--- src/hw/rtl/ctp_pkg.sv ---
// Shared types and constants of the columnar transposition engine.
// No dependencies; imported by every module of the block except ctp_ram.
`default_nettype none

package ctp_pkg;

    localparam int MSG_DEPTH_DEF     = 128;
    localparam int MAX_ROW_COUNT_DEF = 16;

    localparam int BYTE_W     = 8;
    localparam int ROW_W      = 5;
    localparam int MODE_W     = 2;
    localparam int CFG_IDX_W  = 2;
    localparam int CFG_DATA_W = 8;
    localparam int OUT_USER_W = 2;

    // Register indexes of the configuration port.
    localparam logic [CFG_IDX_W-1:0] CFG_ROWS = 2'd0;
    localparam logic [CFG_IDX_W-1:0] CFG_MODE = 2'd1;
    localparam logic [CFG_IDX_W-1:0] CFG_PAD  = 2'd2;

    // Operating modes; the reserved code behaves as decrypt.
    localparam logic [MODE_W-1:0] MODE_ENC_NOPAD = 2'd0;
    localparam logic [MODE_W-1:0] MODE_ENC_PAD   = 2'd1;
    localparam logic [MODE_W-1:0] MODE_DEC       = 2'd2;
    localparam logic [MODE_W-1:0] MODE_RSVD      = 2'd3;

    // Input beat kinds.
    localparam logic KIND_LOAD = 1'b0;
    localparam logic KIND_PULL = 1'b1;

    // Configuration reset values.
    localparam logic [ROW_W-1:0]  ROWS_RST = 5'd2;
    localparam logic [MODE_W-1:0] MODE_RST = MODE_ENC_PAD;
    localparam logic [BYTE_W-1:0] PAD_RST  = 8'd88;

    typedef struct packed {
        logic [ROW_W-1:0]  rows;
        logic [MODE_W-1:0] mode;
        logic [BYTE_W-1:0] pad;
    } t_cfg;

    // Result of one pull, produced at accept time and completed with RAM data.
    typedef struct packed {
        logic              pull;
        logic              valid_res;
        logic              last;
        logic              ovf;
        logic              use_pad;
        logic [BYTE_W-1:0] pad;
    } t_res;

endpackage

`default_nettype wire

--- src/hw/rtl/ctp_ram.sv ---
// Generic single-write, single-read RAM with a registered read port.
// No dependencies.
`default_nettype none

module ctp_ram #(
    parameter int W     = 8,
    parameter int DEPTH = 128
) (
    input  wire logic                     i_clk,
    input  wire logic                     i_we,
    input  wire logic [$clog2(DEPTH)-1:0] i_waddr,
    input  wire logic [W-1:0]             i_wdata,
    input  wire logic                     i_re,
    input  wire logic [$clog2(DEPTH)-1:0] i_raddr,
    output logic      [W-1:0]             o_rdata
);

    logic [W-1:0] r_mem [DEPTH];
    logic [W-1:0] r_rdata;

    always_ff @(posedge i_clk) begin
        if (i_we) begin
            r_mem[i_waddr] <= i_wdata;
        end
        if (i_re) begin
            r_rdata <= r_mem[i_raddr];
        end
    end

    assign o_rdata = r_rdata;

endmodule

`default_nettype wire

--- src/hw/rtl/ctp_div.sv ---
// Restoring divider, one quotient bit per cycle, used to recount the column
// count and row phase of a loaded message after the row count changes. Uses ctp_pkg.
`default_nettype none

module ctp_div
    import ctp_pkg::*;
#(
    parameter int LW = 8,
    parameter int RW = 5
) (
    input  wire logic          i_clk,
    input  wire logic          i_rst_n,
    input  wire logic          i_start,
    input  wire logic [LW-1:0] i_dividend,
    input  wire logic [RW-1:0] i_divisor,
    output logic               o_busy,
    output logic               o_done,
    output logic      [LW-1:0] o_quot_ceil,
    output logic      [RW-1:0] o_rem
);

    localparam int CW = $clog2(LW + 1);

    logic [LW-1:0] r_dvd;
    logic [LW-1:0] r_q;
    logic [RW-1:0] r_rem;
    logic [RW-1:0] r_dsr;
    logic [CW-1:0] r_cnt;
    logic          r_busy;
    logic          r_done;

    logic [RW:0] trial;
    logic [RW:0] diff;
    logic        ge;

    always_comb begin
        trial = {r_rem, r_dvd[LW-1]};
        ge    = (trial >= {1'b0, r_dsr});
        diff  = trial - {1'b0, r_dsr};
    end

    always_ff @(posedge i_clk) begin
        if (!i_rst_n) begin
            r_busy <= 1'b0;
            r_done <= 1'b0;
            r_cnt  <= '0;
        end else begin
            r_done <= 1'b0;
            if (i_start) begin
                r_busy <= 1'b1;
                r_cnt  <= CW'(LW);
            end else if (r_busy) begin
                r_cnt <= r_cnt - 1'b1;
                if (r_cnt == CW'(1)) begin
                    r_busy <= 1'b0;
                    r_done <= 1'b1;
                end
            end
        end
    end

    always_ff @(posedge i_clk) begin
        if (i_start) begin
            r_dvd <= i_dividend;
            r_dsr <= i_divisor;
            r_q   <= '0;
            r_rem <= '0;
        end else if (r_busy) begin
            r_rem <= ge ? diff[RW-1:0] : trial[RW-1:0];
            r_q   <= {r_q[LW-2:0], ge};
            r_dvd <= {r_dvd[LW-2:0], 1'b0};
        end
    end

    assign o_busy      = r_busy;
    assign o_done      = r_done;
    assign o_quot_ceil = r_q + LW'(r_rem != '0);
    assign o_rem       = r_rem;

endmodule

`default_nettype wire

--- src/hw/rtl/ctp_ctrl.sv ---
// Message state, grid address sequencer and message buffer of the engine.
// Uses ctp_pkg, ctp_ram and ctp_div.
`default_nettype none

module ctp_ctrl
    import ctp_pkg::*;
#(
    parameter int MSG_DEPTH     = MSG_DEPTH_DEF,
    parameter int MAX_ROW_COUNT = MAX_ROW_COUNT_DEF
) (
    input  wire logic              i_clk,
    input  wire logic              i_rst_n,
    input  wire logic              i_acc,
    input  wire logic              i_kind,
    input  wire logic [BYTE_W-1:0] i_data_byte,
    input  wire t_cfg              i_cfg,
    input  wire logic              i_rows_wr,
    output logic                   o_busy,
    output t_res                   o_res,
    output logic      [BYTE_W-1:0] o_rd_data
);

    localparam int LW = $clog2(MSG_DEPTH + 1);
    localparam int IW = $clog2(MSG_DEPTH);
    localparam int RW = $clog2(MAX_ROW_COUNT + 1);
    localparam int XW = (LW > RW) ? LW : RW;
    localparam int AW = $clog2(MSG_DEPTH + 2 * MAX_ROW_COUNT + 1);

    logic [LW-1:0]     r_len, n_len;
    logic [LW-1:0]     r_col, n_col;
    logic [RW-1:0]     r_phase, n_phase;
    logic [XW-1:0]     r_outer, n_outer;
    logic [XW-1:0]     r_inner, n_inner;
    logic [AW-1:0]     r_addr, n_addr;
    logic [LW-1:0]     r_emit, n_emit;
    logic              r_drain, n_drain;
    logic              r_ovf, n_ovf;
    logic [XW-1:0]     r_olim, n_olim;
    logic [XW-1:0]     r_ilim, n_ilim;
    logic              r_nopad, n_nopad;
    logic [BYTE_W-1:0] r_pad, n_pad;
    logic              r_div_go;

    logic [RW-1:0]     rows_eff;
    logic              dec_e;
    logic [LW-1:0]     base_len;
    logic [LW-1:0]     base_col;
    logic [RW-1:0]     base_phase;
    logic              base_ovf;
    logic [XW-1:0]     cur_olim, cur_ilim, cur_outer, cur_inner;
    logic [AW-1:0]     cur_addr;
    logic [LW-1:0]     cur_emit, emit1;
    logic              cur_nopad;
    logic [BYTE_W-1:0] cur_pad;
    logic [XW-1:0]     inner1, outer1;
    logic [AW-1:0]     addr_step;
    logic              fin;
    logic              mem_we, mem_re;
    logic [IW-1:0]     mem_waddr, mem_raddr;
    logic              div_busy, div_done;
    logic [LW-1:0]     div_col;
    logic [RW-1:0]     div_rem;

    // Row count as it would be latched: zero acts as one, large values saturate.
    always_comb begin
        if (32'(i_cfg.rows) > MAX_ROW_COUNT) begin
            rows_eff = RW'(MAX_ROW_COUNT);
        end else if (i_cfg.rows == '0) begin
            rows_eff = RW'(1);
        end else begin
            rows_eff = RW'(i_cfg.rows);
        end
        dec_e = i_cfg.mode inside {MODE_DEC, MODE_RSVD};
    end

    always_comb begin
        n_len     = r_len;
        n_col     = r_col;
        n_phase   = r_phase;
        n_outer   = r_outer;
        n_inner   = r_inner;
        n_addr    = r_addr;
        n_emit    = r_emit;
        n_drain   = r_drain;
        n_ovf     = r_ovf;
        n_olim    = r_olim;
        n_ilim    = r_ilim;
        n_nopad   = r_nopad;
        n_pad     = r_pad;
        mem_we    = 1'b0;
        mem_re    = 1'b0;
        mem_waddr = r_len[IW-1:0];
        o_res     = '0;

        base_len   = r_drain ? '0 : r_len;
        base_col   = r_drain ? '0 : r_col;
        base_phase = r_drain ? '0 : r_phase;
        base_ovf   = r_drain ? 1'b0 : r_ovf;

        // Position of this pull: a fresh drain starts at the grid origin.
        if (r_drain) begin
            cur_olim  = r_olim;
            cur_ilim  = r_ilim;
            cur_outer = r_outer;
            cur_inner = r_inner;
            cur_addr  = r_addr;
            cur_emit  = r_emit;
            cur_nopad = r_nopad;
            cur_pad   = r_pad;
        end else begin
            cur_olim  = dec_e ? XW'(r_col) : XW'(rows_eff);
            cur_ilim  = dec_e ? XW'(rows_eff) : XW'(r_col);
            cur_outer = '0;
            cur_inner = '0;
            cur_addr  = '0;
            cur_emit  = '0;
            cur_nopad = (i_cfg.mode == MODE_ENC_NOPAD);
            cur_pad   = i_cfg.pad;
        end
        mem_raddr = cur_addr[IW-1:0];
        emit1     = cur_emit + 1'b1;
        inner1    = cur_inner + 1'b1;
        outer1    = cur_outer + 1'b1;
        addr_step = cur_addr + AW'(cur_olim);
        fin = cur_nopad ? (emit1 == r_len)
                        : ((cur_outer == cur_olim - 1'b1) && (cur_inner == cur_ilim - 1'b1));

        if (i_acc && (i_kind == KIND_LOAD)) begin
            // A load during a drain abandons it and starts a new message.
            n_outer = r_drain ? '0 : r_outer;
            n_inner = r_drain ? '0 : r_inner;
            n_addr  = r_drain ? '0 : r_addr;
            n_emit  = r_drain ? '0 : r_emit;
            n_drain = 1'b0;
            n_len   = base_len;
            n_col   = base_col;
            n_phase = base_phase;
            n_ovf   = base_ovf;
            if (base_len < LW'(MSG_DEPTH)) begin
                mem_we    = 1'b1;
                mem_waddr = base_len[IW-1:0];
                n_len     = base_len + 1'b1;
                n_col     = (base_phase == '0) ? base_col + 1'b1 : base_col;
                n_phase   = (base_phase + 1'b1 == rows_eff) ? '0 : base_phase + 1'b1;
            end else begin
                n_ovf = 1'b1;
            end
        end else if (i_acc && (i_kind == KIND_PULL)) begin
            o_res.pull = 1'b1;
            o_res.ovf  = r_ovf;
            if (r_len != '0) begin
                mem_re          = 1'b1;
                o_res.valid_res = 1'b1;
                o_res.last      = fin;
                o_res.use_pad   = (cur_addr >= AW'(r_len));
                o_res.pad       = cur_pad;
                if (fin) begin
                    n_len   = '0;
                    n_col   = '0;
                    n_phase = '0;
                    n_outer = '0;
                    n_inner = '0;
                    n_addr  = '0;
                    n_emit  = '0;
                    n_drain = 1'b0;
                    n_ovf   = 1'b0;
                end else begin
                    n_drain = 1'b1;
                    n_olim  = cur_olim;
                    n_ilim  = cur_ilim;
                    n_nopad = cur_nopad;
                    n_pad   = cur_pad;
                    n_emit  = emit1;
                    if (inner1 == cur_ilim) begin
                        n_inner = '0;
                        n_outer = outer1;
                        n_addr  = AW'(outer1);
                    end else if (cur_nopad && (addr_step >= AW'(r_len))) begin
                        // Only the last column of a row can fall past the message,
                        // so an empty slot means the rest of the row is skipped.
                        n_inner = '0;
                        n_outer = outer1;
                        n_addr  = AW'(outer1);
                    end else begin
                        n_inner = inner1;
                        n_addr  = addr_step;
                    end
                end
            end
        end

        if (div_done) begin
            n_col   = div_col;
            n_phase = div_rem;
        end
    end

    always_ff @(posedge i_clk) begin
        if (!i_rst_n) begin
            r_len    <= '0;
            r_col    <= '0;
            r_phase  <= '0;
            r_outer  <= '0;
            r_inner  <= '0;
            r_addr   <= '0;
            r_emit   <= '0;
            r_drain  <= 1'b0;
            r_ovf    <= 1'b0;
            r_olim   <= '0;
            r_ilim   <= '0;
            r_nopad  <= 1'b0;
            r_pad    <= PAD_RST;
            r_div_go <= 1'b0;
        end else begin
            r_len    <= n_len;
            r_col    <= n_col;
            r_phase  <= n_phase;
            r_outer  <= n_outer;
            r_inner  <= n_inner;
            r_addr   <= n_addr;
            r_emit   <= n_emit;
            r_drain  <= n_drain;
            r_ovf    <= n_ovf;
            r_olim   <= n_olim;
            r_ilim   <= n_ilim;
            r_nopad  <= n_nopad;
            r_pad    <= n_pad;
            r_div_go <= i_rows_wr;
        end
    end

    ctp_div #(
        .LW(LW),
        .RW(RW)
    ) u_div (
        .i_clk      (i_clk),
        .i_rst_n    (i_rst_n),
        .i_start    (r_div_go),
        .i_dividend (r_len),
        .i_divisor  (rows_eff),
        .o_busy     (div_busy),
        .o_done     (div_done),
        .o_quot_ceil(div_col),
        .o_rem      (div_rem)
    );

    ctp_ram #(
        .W    (BYTE_W),
        .DEPTH(MSG_DEPTH)
    ) u_ram (
        .i_clk  (i_clk),
        .i_we   (mem_we),
        .i_waddr(mem_waddr),
        .i_wdata(i_data_byte),
        .i_re   (mem_re),
        .i_raddr(mem_raddr),
        .o_rdata(o_rd_data)
    );

    // The recount runs from the cycle after the row write until its result lands.
    assign o_busy = r_div_go || div_busy || div_done;

endmodule

`default_nettype wire

--- src/hw/rtl/columnar_transposition_engine_top.sv ---
// Top level of the columnar transposition engine: configuration registers, stream
// handshake, RAM read stage and output register. Uses ctp_pkg and ctp_ctrl.
// Throughput: one beat per cycle on the input, loads and pulls alike, unless a row recount
// or a stalled output holds s_axis_tready low. A pull's result passes through the RAM read
// stage into the output register. A row_count write holds s_axis_tready low while the
// one-bit-per-cycle divider recounts; synchronous active-low reset empties all and restores regs.
`default_nettype none

module columnar_transposition_engine_top
    import ctp_pkg::*;
#(
    parameter int MSG_DEPTH     = MSG_DEPTH_DEF,
    parameter int MAX_ROW_COUNT = MAX_ROW_COUNT_DEF
) (
    input  wire logic                  i_clk,
    input  wire logic                  i_rst_n,
    input  wire logic                  s_axis_tvalid,
    output logic                       s_axis_tready,
    input  wire logic [BYTE_W-1:0]     s_axis_tdata,   // [7:0] data_byte
    input  wire logic                  s_axis_tuser,   // [0] kind
    output logic                       m_axis_tvalid,
    input  wire logic                  m_axis_tready,
    output logic      [BYTE_W-1:0]     m_axis_tdata,   // [7:0] out_byte
    output logic                       m_axis_tlast,
    output logic      [OUT_USER_W-1:0] m_axis_tuser,   // [0] valid_res, [1] overflow
    input  wire logic                  i_cfg_we,
    input  wire logic [CFG_IDX_W-1:0]  i_cfg_idx,
    input  wire logic [CFG_DATA_W-1:0] i_cfg_data
);

    t_cfg              r_cfg;
    t_res              r_s1;
    logic              r_s1_v;
    logic              r_o_v;
    logic [BYTE_W-1:0] r_o_data;
    logic              r_o_last;
    logic [OUT_USER_W-1:0] r_o_user;

    logic              busy;
    logic              acc;
    logic              s1_move;
    logic              rows_wr;
    t_res              res;
    logic [BYTE_W-1:0] rd_data;
    logic [BYTE_W-1:0] s1_byte;

    always_ff @(posedge i_clk) begin
        if (!i_rst_n) begin
            r_cfg.rows <= ROWS_RST;
            r_cfg.mode <= MODE_RST;
            r_cfg.pad  <= PAD_RST;
        end else if (i_cfg_we) begin
            case (i_cfg_idx)
                CFG_ROWS: r_cfg.rows <= i_cfg_data[ROW_W-1:0];
                CFG_MODE: r_cfg.mode <= i_cfg_data[MODE_W-1:0];
                CFG_PAD:  r_cfg.pad  <= i_cfg_data;
                default: begin
                end
            endcase
        end
    end

    assign rows_wr = i_cfg_we && (i_cfg_idx == CFG_ROWS);

    // The RAM read stage moves on whenever the output register is free or drained.
    assign s1_move       = r_s1_v && (!r_o_v || m_axis_tready);
    assign s_axis_tready = !busy && (!r_s1_v || s1_move);
    assign acc           = s_axis_tvalid && s_axis_tready;

    ctp_ctrl #(
        .MSG_DEPTH    (MSG_DEPTH),
        .MAX_ROW_COUNT(MAX_ROW_COUNT)
    ) u_ctrl (
        .i_clk      (i_clk),
        .i_rst_n    (i_rst_n),
        .i_acc      (acc),
        .i_kind     (s_axis_tuser),
        .i_data_byte(s_axis_tdata),
        .i_cfg      (r_cfg),
        .i_rows_wr  (rows_wr),
        .o_busy     (busy),
        .o_res      (res),
        .o_rd_data  (rd_data)
    );

    always_comb begin
        if (r_s1.use_pad) begin
            s1_byte = r_s1.pad;
        end else if (r_s1.valid_res) begin
            s1_byte = rd_data;
        end else begin
            s1_byte = '0;
        end
    end

    always_ff @(posedge i_clk) begin
        if (!i_rst_n) begin
            r_s1_v <= 1'b0;
            r_o_v  <= 1'b0;
        end else begin
            if (acc && res.pull) begin
                r_s1_v <= 1'b1;
            end else if (s1_move) begin
                r_s1_v <= 1'b0;
            end
            if (s1_move) begin
                r_o_v <= 1'b1;
            end else if (m_axis_tready) begin
                r_o_v <= 1'b0;
            end
        end
    end

    always_ff @(posedge i_clk) begin
        if (acc && res.pull) begin
            r_s1 <= res;
        end
        if (s1_move) begin
            r_o_data <= s1_byte;
            r_o_last <= r_s1.last;
            r_o_user <= {r_s1.ovf, r_s1.valid_res};
        end
    end

    assign m_axis_tvalid = r_o_v;
    assign m_axis_tdata  = r_o_data;
    assign m_axis_tlast  = r_o_last;
    assign m_axis_tuser  = r_o_user;

endmodule

`default_nettype wire

--- config.mk ---
export PLATFORM = sky130hd
export DESIGN_NAME = columnar_transposition_engine_top
export DESIGN_NICKNAME = d
export VERILOG_FILES = /design/src/hw/rtl/ctp_pkg.sv /design/src/hw/rtl/ctp_ram.sv /design/src/hw/rtl/ctp_div.sv /design/src/hw/rtl/ctp_ctrl.sv /design/src/hw/rtl/columnar_transposition_engine_top.sv
export SDC_FILE = /design/constraint.sdc
export NUM_CORES = 2
export LEC_CHECK = 0
export ABC_AREA = 1
export BUFFER_PORTS_ARGS = -buffer_cell sky130_fd_sc_hd__clkbuf_2
export CAP_MARGIN = 10
export CORE_ASPECT_RATIO = 2
export CORE_MARGIN = 2
export CORE_UTILIZATION = 60
export CTS_BUF_LIST = sky130_fd_sc_hd__clkbuf_8
export DETAILED_ROUTE_END_ITERATION = 10
export PLACE_DENSITY = 0.81
export SYNTH_ARGS = -nofsm -noshare
export SYNTH_HDL_FRONTEND = slang
export SYNTH_HIERARCHICAL = 1
export SYNTH_SLANG_ARGS = --single-unit
--- constraint.sdc ---
create_clock -name i_clk -period 6.55 [get_ports i_clk]
set_clock_uncertainty 0.05 [all_clocks]
set_input_delay 1.6375 -clock i_clk [delete_from_list [all_inputs] [get_ports i_clk]]
set_output_delay 1.6375 -clock i_clk [all_outputs]
set_load 0.005 [all_outputs]
Word-level counts from Yosys, hierarchy flattened
Memories as Yosys holds them, arrays and structs flattened. A register that Yosys moved wholly into a read port is not among the register bits.
Cells that the tools add are included.
{"block": "word_totals", "register_bits": 153, "inputBits": 24, "n_memories": 1, "word_cells": 210, "ramBits": 1024}
{"block": "op_classes", "addsub": 12, "n_reduce_logical": 48, "n_lt_le_gt_ge": 5, "eq_ne": 12, "n_mux": 90, "bitwise": 7}
{"name": "u_ctrl.u_ram.r_mem", "depth": 128, "word_bits": 8, "read_ports": 1, "rd_ports_with_merged_regs": 1, "write_ports": 1, "line_no": "ctp_ram.sv:18", "text": "logic [W-1:0] r_mem [DEPTH];"}
{"op": "8-bit 2-to-1 mux", "count": 47}
{"op": "5-bit 2-to-1 mux", "count": 11}
{"op": "8-bit by 1-bit adder with 8-bit output, second input constant", "count": 5}
{"op": "8-bit equality test", "count": 4}
{"op": "13-bit 2-to-1 mux", "count": 2}
{"op": "1-bit 2-to-1 mux", "count": 24}
{"op": "8-bit greater-or-equal comparator", "count": 2}
{"op": "8-bit by 1-bit subtractor with 8-bit output, second input constant", "count": 2}
{"op": "7-bit 2-to-1 mux", "count": 2}
{"op": "2-bit nonzero test", "count": 7}
{"op": "4-bit AND reduction", "count": 3}
{"op": "5-bit logical NOT", "count": 2}
{"op": "1-bit logical AND", "count": 9}
{"op": "9-bit 2-to-1 mux", "count": 1}
{"op": "3-bit AND reduction", "count": 3}
{"op": "3-bit nonzero test", "count": 3}
{"op": "8-bit by 1-bit adder with 8-bit output", "count": 1}
{"op": "8-bit adder", "count": 1}
{"op": "8-bit less-than comparator, second input constant", "count": 1}
{"op": "4-bit 2-to-1 mux", "count": 2}
{"op": "2-bit AND reduction", "count": 4}
{"op": "8-bit nonzero test", "count": 1}
{"op": "1-bit inverter", "count": 7}
{"op": "2-bit equality test, second input constant", "count": 3}
{"op": "other kinds (18)", "count": 27}

Logic depth before layout (Yosys ltp)
{"block": "logic_depth", "ltp_word": 14, "mapped_depth": 29, "mapped_depth_nobuf": 27}

Hierarchy
Netlist, hierarchy kept.
{"module": "ctp_ram", "n_inst": 1, "cells_each": 3575, "area_each_um2": 42184.2, "seq_area_each_um2": 30989.7}
{"module": "ctp_ctrl", "n_inst": 1, "cells_each": 1060, "area_each_um2": 6458.7, "seq_area_each_um2": 1621.6}
{"module": "ctp_div", "n_inst": 1, "cells_each": 191, "area_each_um2": 1601.5, "seq_area_each_um2": 770.7}
{"module": "columnar_transposition_engine_top", "n_inst": 1, "cells_each": 135, "area_each_um2": 1452.6, "seq_area_each_um2": 1031.0}

Least setup slack after synthesis
OpenSTA, ideal clock, no wires.
{"block": "synth_path", "kind": "input port to flip-flop", "from": "in m_axis_tready", "to": "mem u_ctrl.u_ram.r_mem[105][0], enable pin", "required_time_ns": 6.130, "path_buffers": 3, "setup_slack_ns": 2.377, "path_stages": 13, "t_arrival_ns": 3.753, "cell_sequence": "inv_1 nand3_1 nand2_1 nor2_1 inv_1 nor2_1 inv_1 clkbuf_1 nor2_1 clkbuf_1 nand2_1 clkbuf_1 nor2_1"}
{"block": "synth_via", "elab_chain_len": 9, "elab_cells_between_ends": 10, "classes_between": "4 x mux; 6 x reduce/logical"}
{"item": "from (decl)", "line_no": "columnar_transposition_engine_top.sv:22", "text": "input wire logic m_axis_tready,"}
{"item": "1-bit logical OR", "line_no": "columnar_transposition_engine_top.sv:66", "text": "assign s1_move = r_s1_v && (!r_o_v || m_axis_tready);"}
{"item": "1-bit logical AND", "line_no": "columnar_transposition_engine_top.sv:66"}
{"item": "1-bit logical OR", "line_no": "columnar_transposition_engine_top.sv:67", "text": "assign s_axis_tready = !busy && (!r_s1_v || s1_move);"}
{"item": "1-bit logical AND", "line_no": "columnar_transposition_engine_top.sv:67"}
{"item": "1-bit logical AND", "line_no": "columnar_transposition_engine_top.sv:68", "text": "assign acc = s_axis_tvalid && s_axis_tready;"}
{"item": "named net acc", "line_no": "columnar_transposition_engine_top.sv:40", "text": "logic acc;"}
{"item": "1-bit logical AND", "line_no": "ctp_ctrl.sv:128", "text": "if (i_acc && (i_kind == KIND_LOAD)) begin"}
{"item": "1-bit 2-to-1 mux", "line_no": "ctp_ctrl.sv:128"}
{"item": "named net u_ctrl.mem_we", "line_no": "ctp_ctrl.sv:58", "text": "logic mem_we, mem_re;"}
{"item": "1-bit 2-to-1 mux", "line_no": "ctp_ram.sv:22", "text": "if (i_we) begin"}
{"item": "1-bit 2-to-1 mux (not written as such)", "line_no": "ctp_ram.sv:23", "text": "r_mem[i_waddr] <= i_wdata;"}
{"item": "to (decl)", "line_no": "ctp_ram.sv:18"}
The timed path passes the listed nets, and every way through them passes these cells.

Worst setup path in the final report
{"block": "layout_path", "from": "reg u_ctrl.r_drain", "to": "reg u_ctrl.r_outer[3]"}
{"block": "layout_via", "elab_cells_between_ends": 30, "classes_between": "6 x add/sub; 1 x order compare; 5 x eq/ne; 14 x mux; 4 x reduce/logical"}
{"item": "from (decl)", "line_no": "ctp_ctrl.sv:36", "text": "logic r_drain, n_drain;"}
{"item": "from (signal assigned)", "line_no": "ctp_ctrl.sv:222", "text": "r_drain <= n_drain;"}
{"item": "8-bit 2-to-1 mux", "line_no": "ctp_ctrl.sv:101", "text": "if (r_drain) begin"}
{"item": "named net u_ctrl.cur_addr[4]", "line_no": "ctp_ctrl.sv:51", "text": "logic [AW-1:0] cur_addr;"}
{"item": "8-bit adder", "line_no": "ctp_ctrl.sv:124", "text": "addr_step = cur_addr + AW'(cur_olim);"}
{"item": "8-bit greater-or-equal comparator", "line_no": "ctp_ctrl.sv:178", "text": "end else if (cur_nopad && (addr_step >= AW'(r_len))) begin"}
{"item": "1-bit logical AND", "line_no": "ctp_ctrl.sv:178"}
{"item": "4-bit nonzero test (no source line)"}
{"item": "4-bit AND reduction (no source line)"}
{"item": "to (signal assigned)", "line_no": "ctp_ctrl.sv:218", "text": "r_outer <= n_outer;"}
{"item": "to (decl)", "line_no": "ctp_ctrl.sv:32", "text": "logic [XW-1:0] r_outer, n_outer;"}
The timed path passes the listed nets, and every way through them passes these cells. The select of a mux whose other input is x is not followed.
A chain may end at the register's enable or synchronous reset.

==> qor.csv <==
metric,value,unit
Largest regs,"u_ctrl/u_ram/r_mem (1024), r_cfg (15), r_s1 (12)",
mux cell area share after synthesis,0.000194,
clock latency on the worst-skew pair,850,ps
CTS buffer count,150,
total power,14600,uW
period utilization,0.753,
area of the die,0.0887,mm2
Tightest Pin Transition,1340,ps
post-synthesis instance total,4961,
Flop pwr share,0.569,
routability cong.,0.981,
maximum vdd ir drop,0.000215,V
post-synthesis sequential area ratio,0.666,
Crit. End Element,flip-flop,
fill count,6246,
1st-iter DRT viols,5331,
unrepaired setup endpoints after global routing,no,
CTS Buffer Depth,3,
H-Tree Depth,4,
row count,152,
Top reg by flops,u_ctrl/u_ram/r_mem,
post-DR vias/cell,6.24,
Tmin final,4930,ps
drt drc,4,
Die Wd,212,um
Initial Util,0.604,
vias in the first global route,37200,
internal power,11400,uW
largest family of logic cells by synthesized area,simple AND/OR/NAND/NOR gates,
crit path kind,flip-flop to flip-flop,
grt total ovfl,0,
Post-synth EDFFs,1068,
Largest register FFs,1024,
post-synthesis compound-gate area fraction,0.0219,
first-pass GRT wire length,220000,um
DR WL/cell,24.2,um
TritonCTS clock tree,yes,
post-CTS setup buffers,0,
failing checks,DRC,
Sw Share,0.222,
post-route ant nets,0,
Area Overhead vs Synth,7.99,%
Unique masters post-synth,60,
post-synthesis xor/xnor area fraction,0.00772,
DR vias,38700,
cts repair resizes,0,
DR pass1 iterations,10,
Final #Nets,5062,
synthesis warning total,6,
fin util,0.652,
status,"finished, violations left",
Hold Path Class,flip-flop to flip-flop,
largest net degree at the start of global routing,262,
drt total wl,150000,um
"Slew Viols, Final",0,
Clock Pin Slew Worst Setup and Hold Paths,70,ps
Post-Route Setup TNS,0,ps
Mean Syn Cell Area,10.4,um2
placed instance area,0.0526,mm2
adder-cell area share of the yosys netlist,0.0103,
crit-path max FO,48,
Startpoint Class,flip-flop,
Post-Synth Simple-Gate Area,0.247,
Cells after DPL,5922,
async set or reset register ratio after synthesis,0,
CP required,7210,ps
Finished Layout Cells,6201,
initial antenna violation count,10,
max_cap viols,0,
Yosys reg bits,1185,
CORE AREA,0.0856,mm2
CTS sink cnt,1185,
share of cells above drive strength 1,0.0813,
worst relative slew slack,0.100,
Net Switching,3260,uW
final hold violations,0,
Power Dens Cells,262,mW/mm2
Synth Cell Area,0.0517,mm2
root buffer cell,clkbuf_8,
IO Port Bufs,36,
HPWL after DPL,92100,um
combinational power share,0.044,
Die Y-Extent,419,um
hold_buf cts,0,
fmax,203,MHz
GRT Total Usage,0.342,
syn_nets,5027,
# IOs,37,
CP Data Arrival Time,5590,ps
Clk pwr share,0.387,
cell area after layout,0.0558,mm2
final setup violation count,0,
Synth Flop Type,edfxtp_1,
Pleak,0.0209,uW
-- kinds of logic (layout without fill, tap and decap cells) --
kind of cell             after synthesis  after routing
multiplexers                           1              1
buffers and inverters                496            653
AO/OA/AOI/OAI                        202            202
XOR/XNOR                              44             44
adder cells (fa/ha/maj)               42             42
AND/OR/NAND/NOR                     2991           2991
flip-flops                          1185           1185
other                                  0              5
-- power groups by stage --
stage	sequential, uW	clock [uW]	combinational [uW]
after floorplan	8470	0	343
after global placement	8500	0	603
after detailed placement	8500	0	616
after CTS	8330	5700	619
after global routing	8330	6000	700
final	8340	5670	649
-- cell usage after synthesis (all sizes together) (8+ instances only) --
cell / instances / share of area
xnor2: 8 / 0.0014
edfxtp: 1068 / 0.62
nor3: 23 / 0.0022
a22oi: 8 / 0.0012
ha: 41 / 0.0099
nor2: 274 / 0.020
buf: 220 / 0.027
nand2: 1609 / 0.12
a21oi: 95 / 0.0094
o21ai: 66 / 0.0065
o22ai: 9 / 0.0011
nand3: 1048 / 0.10
inv: 219 / 0.016
clkbuf: 54 / 0.0041
xor2: 35 / 0.0059
nand4: 23 / 0.0029
dfxtp: 117 / 0.045
-- metal layers --
metal,global-route usage,wire length (um),vias up
met4,0.304,15600,12
met3,0.0904,15000,896
met5,0,76,-
li1,-,-,17100
met1,0.337,44400,18000
met2,0.588,74700,2718
-- critical path: stages (launching register included) --
cell and delay (ps):
dfxtp_2 600, buf_4 560, nand2_1 100, inv_1 80
buf_4 420, ha_1 380, a21oi_1 230, nor2_1 70
a211oi_1 240, nand3b_1 110, nand2_1 90, inv_1 40
ha_1 280, nand2_1 80, nor2_1 140, nand4_1 90
o2111ai_1 110, nand2_1 110, nand2_4 240, inv_4 100
nand4_1 100, nand2_1 270, nand2_1 170, a21oi_2 60
-- stage by stage --
stage | hold slack [ps] | worst slack, ps
floorplan | 350 | 2380
CTS | 363 | 1760
finish | 368 | 1620
detailed placement | 356 | 1390
global route | 386 | 1350
global placement | 351 | 1420
-- path summary, 6_finish.rpt --
check,from,endpoint,slack (ps),depth (start not counted)
worst max-delay path,u_ctrl/r_drain$_SDFFE_PP0P_,u_ctrl/r_outer[3]$_SDFFE_PN0P_,1620,23
worst min-delay path,r_s1[10]$_DFFE_PP_,m_axis_tlast$_DFFE_PP_,370,0
worst max register to register,u_ctrl/r_drain$_SDFFE_PP0P_,u_ctrl/r_outer[3]$_SDFFE_PN0P_,1620,23
worst min register to register,r_s1[10]$_DFFE_PP_,m_axis_tlast$_DFFE_PP_,370,0
-- final cells by class --
class | instances | area (um2) | area share
Clock buffer | 160 | 2200 | 0.0394
Inverter | 222 | 882 | 0.0158
Sequential cell | 1185 | 34400 | 0.616
Antenna cell | 5 | 12.5 | 0.000224
Clock inverter | 114 | 975 | 0.0175
Multi-Input combinational cell | 3280 | 14800 | 0.266
Tap cell | 1078 | 1350 | 0.0242
Timing Repair Buffer | 157 | 1150 | 0.0205
-- cells in the final DEF (no fill, tap or decap), types with 3 or more instances in the layout --
cell,synthesis,routed
a21oi_1,92,92
a21oi_2,3,3
a22oi_1,8,8
buf_12,0,3
buf_4,45,126
bufinv_16,0,17
clkbuf_2,0,28
clkbuf_8,1,160
clkinv_1,1,34
clkinv_2,2,18
clkinvlp_4,0,14
dfxtp_1,117,116
diode_2,0,5
edfxtp_1,1068,1068
ha_1,41,41
inv_1,207,232
inv_2,10,10
inv_4,1,3
inv_8,1,3
nand2_1,1603,1603
nand2_2,3,3
nand2_4,3,3
nand3_1,1043,1043
nand3_2,3,3
nand3b_1,3,3
nand4_1,22,22
nor2_1,269,269
nor2_2,4,4
nor3_1,23,23
o211ai_1,7,7
o21a_1,4,4
o21ai_0,54,54
o21ai_1,10,10
o22ai_1,9,9
or2_1,3,3
or2_2,4,4
xnor2_1,8,8
xor2_1,35,35
(Power assumes the default switching activity.)
